### src/hw/rtl/steno_pkg.sv
`default_nettype none

package steno_pkg;

    localparam int KEY_COUNT       = 34;
    localparam int HASH_KEY_COUNT  = 8;
    localparam int STAR_KEY_COUNT  = 4;
    localparam int RIGHT_KEY_COUNT = 10;
    localparam int LEFT_KEY_COUNT  = 6;

    // key positions in steno order
    localparam int KEY_S     = 8;
    localparam int KEY_LEFT  = 10;
    localparam int KEY_A     = 16;
    localparam int KEY_O     = 17;
    localparam int KEY_STAR  = 18;
    localparam int KEY_E     = 22;
    localparam int KEY_U     = 23;
    localparam int KEY_RIGHT = KEY_COUNT - RIGHT_KEY_COUNT;

    localparam logic [KEY_COUNT-1:0] DIGIT_MASK = 34'h0_5503_5700;

    // output slots, walked in order by the sequencer
    localparam int SLOT_HASH  = 0;
    localparam int SLOT_S     = 1;
    localparam int SLOT_LEFT  = 2;
    localparam int SLOT_A     = SLOT_LEFT + LEFT_KEY_COUNT;
    localparam int SLOT_O     = SLOT_A + 1;
    localparam int SLOT_STAR  = SLOT_O + 1;
    localparam int SLOT_E     = SLOT_STAR + 1;
    localparam int SLOT_U     = SLOT_E + 1;
    localparam int SLOT_DASH  = SLOT_U + 1;
    localparam int SLOT_RIGHT = SLOT_DASH + 1;
    localparam int NUM_SLOTS  = SLOT_RIGHT + RIGHT_KEY_COUNT;
    localparam int SLOT_W     = $clog2(NUM_SLOTS);

    localparam int CHAR_W = 7;

    typedef logic [CHAR_W-1:0] char_t;

    localparam char_t LETTER_TBL [NUM_SLOTS] = '{
        7'h23, 7'h53, 7'h54, 7'h4b, 7'h50, 7'h57, 7'h48, 7'h52,
        7'h41, 7'h4f, 7'h2a, 7'h45, 7'h55, 7'h2d,
        7'h46, 7'h52, 7'h50, 7'h42, 7'h4c, 7'h47, 7'h54, 7'h53, 7'h44, 7'h5a
    };

    localparam char_t DIGIT_TBL [NUM_SLOTS] = '{
        7'h23, 7'h31, 7'h32, 7'h4b, 7'h33, 7'h57, 7'h34, 7'h52,
        7'h35, 7'h30, 7'h2a, 7'h45, 7'h55, 7'h2d,
        7'h36, 7'h52, 7'h37, 7'h42, 7'h38, 7'h47, 7'h39, 7'h53, 7'h44, 7'h5a
    };

    typedef struct packed {
        logic [NUM_SLOTS-1:0] slot_en;
        logic                 num_mode;
    } slot_info_t;

    typedef enum logic {
        SEQ_IDLE,
        SEQ_RUN
    } seq_state_t;

endpackage

`default_nettype wire

### src/hw/rtl/steno_slot_map.sv
`default_nettype none

module steno_slot_map (
    input  wire logic [steno_pkg::KEY_COUNT-1:0] chord,
    output steno_pkg::slot_info_t                slot_info
);

    logic hash_any;
    logic digit_any;
    logic vowel_any;
    logic right_any;

    always_comb
    begin
        hash_any  = |chord[0 +: steno_pkg::HASH_KEY_COUNT];
        digit_any = |(chord & steno_pkg::DIGIT_MASK);
        vowel_any = |chord[steno_pkg::KEY_A +: (steno_pkg::KEY_U - steno_pkg::KEY_A + 1)];
        right_any = |chord[steno_pkg::KEY_RIGHT +: steno_pkg::RIGHT_KEY_COUNT];

        slot_info.num_mode = hash_any & digit_any;

        slot_info.slot_en = '0;
        slot_info.slot_en[steno_pkg::SLOT_HASH] = hash_any & ~digit_any;
        slot_info.slot_en[steno_pkg::SLOT_S]    = |chord[steno_pkg::KEY_S +: 2];
        slot_info.slot_en[steno_pkg::SLOT_LEFT +: steno_pkg::LEFT_KEY_COUNT] =
            chord[steno_pkg::KEY_LEFT +: steno_pkg::LEFT_KEY_COUNT];
        slot_info.slot_en[steno_pkg::SLOT_A]    = chord[steno_pkg::KEY_A];
        slot_info.slot_en[steno_pkg::SLOT_O]    = chord[steno_pkg::KEY_O];
        // one asterisk however many of its keys are down
        slot_info.slot_en[steno_pkg::SLOT_STAR] =
            |chord[steno_pkg::KEY_STAR +: steno_pkg::STAR_KEY_COUNT];
        slot_info.slot_en[steno_pkg::SLOT_E]    = chord[steno_pkg::KEY_E];
        slot_info.slot_en[steno_pkg::SLOT_U]    = chord[steno_pkg::KEY_U];
        slot_info.slot_en[steno_pkg::SLOT_DASH] = right_any & ~vowel_any;
        slot_info.slot_en[steno_pkg::SLOT_RIGHT +: steno_pkg::RIGHT_KEY_COUNT] =
            chord[steno_pkg::KEY_RIGHT +: steno_pkg::RIGHT_KEY_COUNT];
    end

endmodule

`default_nettype wire

### src/hw/rtl/steno_emit_seq.sv
`default_nettype none

module steno_emit_seq (
    input  wire logic                            clk,
    input  wire logic                            rst_n,
    input  wire logic                            start,
    input  wire logic [steno_pkg::KEY_COUNT-1:0] chord_in,
    input  wire steno_pkg::slot_info_t           slot_info,
    output logic [steno_pkg::KEY_COUNT-1:0]      work_chord,
    output logic                                 busy,
    output logic                                 out_valid,
    input  wire logic                            out_stall,
    output steno_pkg::char_t                     char_code,
    output logic                                 last_char
);

    steno_pkg::seq_state_t state_reg, state_next;

    logic [steno_pkg::KEY_COUNT-1:0] work_chord_reg, work_chord_next;
    logic [steno_pkg::SLOT_W-1:0]    idx_reg, idx_next;
    logic                            out_valid_reg, out_valid_next;
    steno_pkg::char_t                char_reg, char_next;
    logic                            last_reg, last_next;

    logic                            running;
    logic                            out_ok;
    logic                            cur_en;
    logic [steno_pkg::NUM_SLOTS-1:0] rest;
    logic                            is_last;
    logic                            emit;
    logic                            step;

    always_comb
    begin
        out_ok  = ~out_valid_reg | ~out_stall;
        cur_en  = slot_info.slot_en[idx_reg];
        rest    = slot_info.slot_en >> idx_reg;
        is_last = ~|rest[steno_pkg::NUM_SLOTS-1:1];
        emit    = running & cur_en & out_ok;
        step    = running & (~cur_en | out_ok);
    end

    // next state
    always_comb
    begin
        state_next = state_reg;
        unique case (state_reg)
            steno_pkg::SEQ_IDLE:
            begin
                if (start)
                    state_next = steno_pkg::SEQ_RUN;
            end
            steno_pkg::SEQ_RUN:
            begin
                if (emit && is_last)
                    state_next = steno_pkg::SEQ_IDLE;
            end
            default:
            begin
                state_next = steno_pkg::SEQ_IDLE;
            end
        endcase
    end

    // state outputs
    always_comb
    begin
        unique case (state_reg)
            steno_pkg::SEQ_IDLE:
            begin
                running = 1'b0;
                busy    = 1'b0;
            end
            steno_pkg::SEQ_RUN:
            begin
                running = 1'b1;
                busy    = 1'b1;
            end
            default:
            begin
                running = 1'b0;
                busy    = 1'b0;
            end
        endcase
    end

    always_comb
    begin
        work_chord_next = work_chord_reg;
        idx_next        = idx_reg;
        out_valid_next  = out_valid_reg;
        char_next       = char_reg;
        last_next       = last_reg;

        if (start)
        begin
            work_chord_next = chord_in;
            idx_next        = '0;
        end
        else if (step)
        begin
            idx_next = steno_pkg::SLOT_W'(idx_reg + 1'b1);
        end

        if (emit)
        begin
            out_valid_next = 1'b1;
            char_next      = slot_info.num_mode ? steno_pkg::DIGIT_TBL[idx_reg]
                                                : steno_pkg::LETTER_TBL[idx_reg];
            last_next      = is_last;
        end
        else if (!out_stall)
        begin
            out_valid_next = 1'b0;
        end
    end

    always_ff @(posedge clk or negedge rst_n)
    begin
        if (!rst_n)
        begin
            state_reg     <= steno_pkg::SEQ_IDLE;
            idx_reg       <= '0;
            out_valid_reg <= 1'b0;
        end
        else
        begin
            state_reg     <= state_next;
            idx_reg       <= idx_next;
            out_valid_reg <= out_valid_next;
        end
    end

    always_ff @(posedge clk)
    begin
        work_chord_reg <= work_chord_next;
        char_reg       <= char_next;
        last_reg       <= last_next;
    end

    assign work_chord = work_chord_reg;
    assign out_valid  = out_valid_reg;
    assign char_code  = char_reg;
    assign last_char  = last_reg;

`ifndef SYNTH
    a_run_has_slot: assert property (@(posedge clk) disable iff (!rst_n)
        state_reg == steno_pkg::SEQ_RUN |-> slot_info.slot_en != '0)
        else $error("sequencer running with no slot to emit");

    a_start_when_idle: assert property (@(posedge clk) disable iff (!rst_n)
        start |-> state_reg == steno_pkg::SEQ_IDLE)
        else $error("stroke started while sequencer busy");

    a_last_ends_run: assert property (@(posedge clk) disable iff (!rst_n)
        emit && is_last |=> state_reg == steno_pkg::SEQ_IDLE && out_valid_reg && last_reg)
        else $error("final character did not end the stroke");

    a_idx_in_range: assert property (@(posedge clk) disable iff (!rst_n)
        state_reg == steno_pkg::SEQ_RUN |-> idx_reg <= steno_pkg::SLOT_W'(steno_pkg::NUM_SLOTS - 1))
        else $error("slot index ran past the last slot");
`endif

endmodule

`default_nettype wire

### src/hw/rtl/steno_chord_to_stroke_text_unit.sv
// channel  direction  handshake             payload
// input    in         in_valid / in_stall   key_bits[33:0]
// output   out        out_valid / out_stall char_code[6:0], last_char
//
// a scan with keys down is taken while in_stall is low and ORed into the held chord
// an all-released scan with a non-empty chord starts the slot sequencer, which
// walks the 24 character slots one per cycle while out_stall does not hold it, up to the last slot in use
// in_stall is high after that scan while the sequencer runs, which out_stall can prolong
// out_stall holds the sequencer on a slot that has a character to emit
// reset clears the held chord, the sequencer and the output valid
`default_nettype none

module steno_chord_to_stroke_text_unit (
    input  wire logic                            clk,
    input  wire logic                            rst_n,
    input  wire logic                            in_valid,
    output logic                                 in_stall,
    input  wire logic [steno_pkg::KEY_COUNT-1:0] key_bits,
    output logic                                 out_valid,
    input  wire logic                            out_stall,
    output logic [steno_pkg::CHAR_W-1:0]         char_code,
    output logic                                 last_char
);

    logic [steno_pkg::KEY_COUNT-1:0] held_chord_reg, held_chord_next;
    logic [steno_pkg::KEY_COUNT-1:0] work_chord;
    steno_pkg::slot_info_t           slot_info;
    logic                            busy;
    logic                            in_accept;
    logic                            start;

    assign in_stall  = busy;
    assign in_accept = in_valid & ~busy;
    assign start     = in_accept & ~|key_bits & |held_chord_reg;

    always_comb
    begin
        held_chord_next = held_chord_reg;
        if (in_accept)
        begin
            if (|key_bits)
                held_chord_next = held_chord_reg | key_bits;
            else
                held_chord_next = '0;
        end
    end

    always_ff @(posedge clk or negedge rst_n)
    begin
        if (!rst_n)
            held_chord_reg <= '0;
        else
            held_chord_reg <= held_chord_next;
    end

    steno_slot_map u_slot_map (
        .chord     (work_chord),
        .slot_info (slot_info)
    );

    steno_emit_seq u_emit_seq (
        .clk        (clk),
        .rst_n      (rst_n),
        .start      (start),
        .chord_in   (held_chord_reg),
        .slot_info  (slot_info),
        .work_chord (work_chord),
        .busy       (busy),
        .out_valid  (out_valid),
        .out_stall  (out_stall),
        .char_code  (char_code),
        .last_char  (last_char)
    );

endmodule

`default_nettype wire

### config.mk
export PLATFORM = sky130hd
export DESIGN_NAME = steno_chord_to_stroke_text_unit
export DESIGN_NICKNAME = d
export VERILOG_FILES = /design/src/hw/rtl/steno_pkg.sv /design/src/hw/rtl/steno_slot_map.sv /design/src/hw/rtl/steno_emit_seq.sv /design/src/hw/rtl/steno_chord_to_stroke_text_unit.sv
export SDC_FILE = /design/constraint.sdc
export NUM_CORES = 1
export LEC_CHECK = 0
export BUFFER_PORTS_ARGS = -buffer_cell sky130_fd_sc_hd__buf_2
export CORE_MARGIN = 4
export CORE_UTILIZATION = 45
export CTS_BUF_LIST = sky130_fd_sc_hd__clkbuf_8
export CTS_CLUSTER_SIZE = 30
export DETAILED_ROUTE_END_ITERATION = 8
export GPL_TIMING_DRIVEN = 0
export PLACE_DENSITY_LB_ADDON = 0.3
export SETUP_SLACK_MARGIN = 0.2
export SLEW_MARGIN = 20
export SYNTH_ARGS = -nofsm -noshare
export SYNTH_HDL_FRONTEND = slang
export SYNTH_SLANG_ARGS = --single-unit
### constraint.sdc
create_clock -name clk -period 3 [get_ports clk]
set_input_delay 0.3 -clock clk [delete_from_list [all_inputs] [get_ports clk]]
set_output_delay 0.3 -clock clk [all_outputs]
set_load 0.01 [all_outputs]
==> results summary <==
The highest clock rate came out at 0.3808 GHz. In this run the clock root is driven by a clkbuf_8. The number of global-route vias before repair came to 3493. Summed over all nets, the half-perimeter wirelength after detailed placement is 7583 um.

The register area came out at 2288 sq um. The number of hold buffers added after CTS was 0. Between clock sinks in the finished design, the worst skew comes to 0.01290 ns. The starting utilization of the core area is 46.69%. In the detailed route, the total length drawn on met2 is 5116 um. At the later pin of the worst-skew pair, clock insertion delay measures 0.35 ns. The depth of the most critical reg-to-reg path is 7. The time the final worst path needs with I/O delays and setup is 2.626 ns. The maximum fanout count along the critical path is 13. Counting every net in the synthesized netlist gives 461. The pin slew with the least headroom to its limit is 0.9264 ns. The most used flip-flop cell after synthesis is edfxtp_1. Headroom to the max-slew limit came out at 38.24%. The layout-stage area growth over the synthesis result came out at 15.18%.

After clock tree synthesis, the clock-pin slew on the worst setup and hold paths is 0.09 ns. At the end of routability-driven placement, the weighted congestion stood at 0.9160. The path class of the tightest hold or removal check is in -> async. Across all layers, the routed design uses 3586 vias. CTS built an H-tree with a depth of 3.

The TritonCTS clock tree is built. Global routing used 19.26% of the available tracks. Summing internal, switching and leakage power gives 4.905 mW.

The number of remaining DRC errors came out at 0. The number of clock buffers added by TritonCTS is 9. The arrival time of data at the critical path endpoint came out at 2.72 ns. In the final routed layout, each cell accounts on average for 17.23 um. The final-layout worst hold slack came out at 0.06665 ns. The maximum number of pins on one net before global-route repair came out at 42. The floorplan row count came out at 35. The number of distinct library cells after synthesis is 58. The die outline area is 11360 sq um. The area of the core came out at 9371 sq um. The number of placed instances with taps included is 591. The horizontal die dimension is 106.6 um. The multi-input combinational cell area is 1908 sq um. The final wirelength is 10460 um.

The area share of the largest cell type after synthesis is 28.82%. The share of synthesized flip-flops with an asynchronous set or reset came out at 49.40%. The type of the setup path with the least slack is reg -> reg. Buffers placed on the I/O ports in this run total 47. In this run, synthesis inferred 42 flip-flops with an integrated enable. The initial antenna violation count is 0. The final cell count without fillers is 607. The power per unit of standard cell area is 973.3 nW/um^2.

The worst setup path is launched from a register. Dividing the detail-routed via count by the number of cells gives 5.908. In the finished design, the share of the clock period the worst path needs comes to 87.53%. The detailed-routing iteration count for the pre-antenna-repair pass is 6. The flow ran to the end, and the final reports show no timing, DRC or antenna violations.

The total clock sinks came out at 83. The share of cells above drive strength 1 is 21.55%. Synthesis inferred 83 register bits.

The number of nets at the end of the flow came out at 520. After detailed routing, the wire length on met1 is 4462 um. In this run the top signal layer used is met4. The number of primary I/O pins came out at 48.

The biggest area contributor in the post-synthesis netlist is edfxtp_1. The number of routed nets with antenna violations is 0. The antenna cell count came out at 0. Across the VDD grid, the largest voltage drop is 0.4208 mV. The floorplan step set the die height to 106.6 um. The worst setup path is captured at a register. The longest clock path from root to sink contains 2 buffers. The number of fill cells in the layout is 865.

The mean cell area of the mapped netlist is 10.57 sq um. In the post-synthesis netlist, the biggest area contributors are edfxtp_1, dfrtp_1, a21oi_1, nor2_1, nor4_1. Data on the critical path is required at its endpoint by 3.10 ns. The detailed router finished its first iteration with 341 violations. The number of max-slew violations in the final report came to 0. The synthesized cell area came out at 4375 sq um.

After clock tree synthesis, the setup repair step added 0 buffers. The final count of negative-setup-slack endpoints is 0. Cells fill 53.78% of the core in the end. Setup repair after global routing left no endpoint under its margin. The total overflow reported by the global router came out at 0. The number of endpoints with negative hold slack in the final report was 0. The leakage power figure came out at 1.819 nW. The number of maximum-capacitance constraint violations is 0. The wire length of the first global-routing pass came out at 17310 um.

The synthesized netlist cell count is 414. The number of synthesis warnings came out at 0. The sequential share of the synthesized area came out at 52.27%.

The wire length on met3 came out at 613 um.
cell usage in the layout (no fill, tap or decap), drive strengths merged, types with 3 or more instances in the layout:
cell type	synthesis	layout
a21oi	60	60
nor2	58	58
buf	4	52
edfxtp	42	42
dfrtp	41	41
clkbuf	20	29
nor4	24	24
nand2	22	22
o21ai	20	20
inv	11	14
nor3	11	11
mux2i	10	10
ha	9	9
nand3	8	8
o211ai	6	6
mux4	6	6
o31ai	6	6
a211oi	5	5
nor2b	4	4
mux2	4	4
a31oi	4	4
o41ai	4	4
nand4	3	3
o22ai	3	3
or4	3	3
timing repair:
item / 4_1_cts / 5_1_grt
cloned: 0 / 0
setup endpoints to repair: 41 / 37
resized for setup: 6 / 6
final cells by class:
| cell class | count | area share [%] |
|---|---|---|
| sequential | 83 | 45.41 |
| multi-input combinational | 294 | 37.86 |
| timing repair buffer | 48 | 4.767 |
| buffer | 25 | 3.302 |
| tap | 129 | 3.203 |
| clock buffer | 9 | 2.458 |
| clock inverter | 7 | 1.936 |
| inverter | 12 | 1.068 |
path summary, 6_finish.rpt:
| path | from | to | slack [ns] |
|---|---|---|---|
| min in group clk | key_bits[21] | held_chord_reg[21] | 0.20 |
| setup / recovery | u_emit_seq.idx_reg[0] | u_emit_seq.char_code[3] | 0.37 |
| max in group asynchronous | rst_n | u_emit_seq.idx_reg[0] | 2.28 |
| setup reg to reg | u_emit_seq.idx_reg[0] | u_emit_seq.char_code[3] | 0.37 |
| hold / removal | rst_n | held_chord_reg[30] | 0.07 |
| hold reg to reg | held_chord_reg[2] | u_emit_seq.work_chord[2] | 0.49 |
metrics by stage:
step / area [sq um] / worst slack [ns] / setup TNS (ns)
6_report: 5040 / 0.3742 / 0
5_1_grt: 5040 / 0.2116 / 0
4_1_cts: 5022 / 0.2910 / 0
3_5_place_dp: 4783 / -0.1537 / -5.181
3_3_place_gp: 4772 / -0.4625 / -19.08
2_1_floorplan: 4375 / 0.3041 / 0
per-layer routing:
metal | track usage [%] | vias up
li1 | - | 1693
met1 | 24.77 | 1721
met2 | 31.88 | 148
met3 | 3.492 | 24
met4 | 8.493 | 0
met5 | 0 | -
power by group:
group / internal [mW] / switching [mW] / total (mW) / leakage [nW]
registers: 1.56 / 0.236 / 1.79 / 0.772
clock network: 0.475 / 0.430 / 0.905 / 0.110
logic: 0.904 / 1.30 / 2.21 / 0.937
total: 2.94 / 1.97 / 4.91 / 1.82
Yosys cell counts, types with 3 or more instances:
master	count
nand3_1	8
ha_1	9
clkbuf_8	5
dfrtp_1	41
clkbuf_1	15
o31ai_1	6
o41ai_1	3
mux2i_1	10
a211oi_1	4
o21ai_0	18
a31oi_1	4
nor2_1	58
a21oi_1	59
o22ai_1	3
edfxtp_1	42
mux4_2	6
nand4_1	3
nor4_1	22
inv_1	11
mux2_2	4
nand2_1	22
o211ai_1	6
nor2b_1	4
nor3_1	10
kinds of logic after synthesis:
| kind of cell | count (synthesis) | synth area share (%) |
|---|---|---|
| adders and majority gates | 9 | 2.574 |
| and+or+nand+nor | 140 | 15.64 |
| AOI/OAI and AO/OA | 123 | 17.96 |
| DFF | 83 | 52.27 |
| muxes | 20 | 6.406 |
| xor gates and xnor gates | 2 | 0.4004 |
| buffers and inverters | 37 | 4.747 |
critical path, stage by stage (launching register included):
cell and delay, ns:
dfrtp_2 0.53, clkinvlp_4 0.24, clkbuf_2 0.29, ha_2 0.41, mux4_2 0.48, mux2_2 0.28
nor2_1 0.09, a21oi_1 0.04
Power figures use the tool's default switching activity.
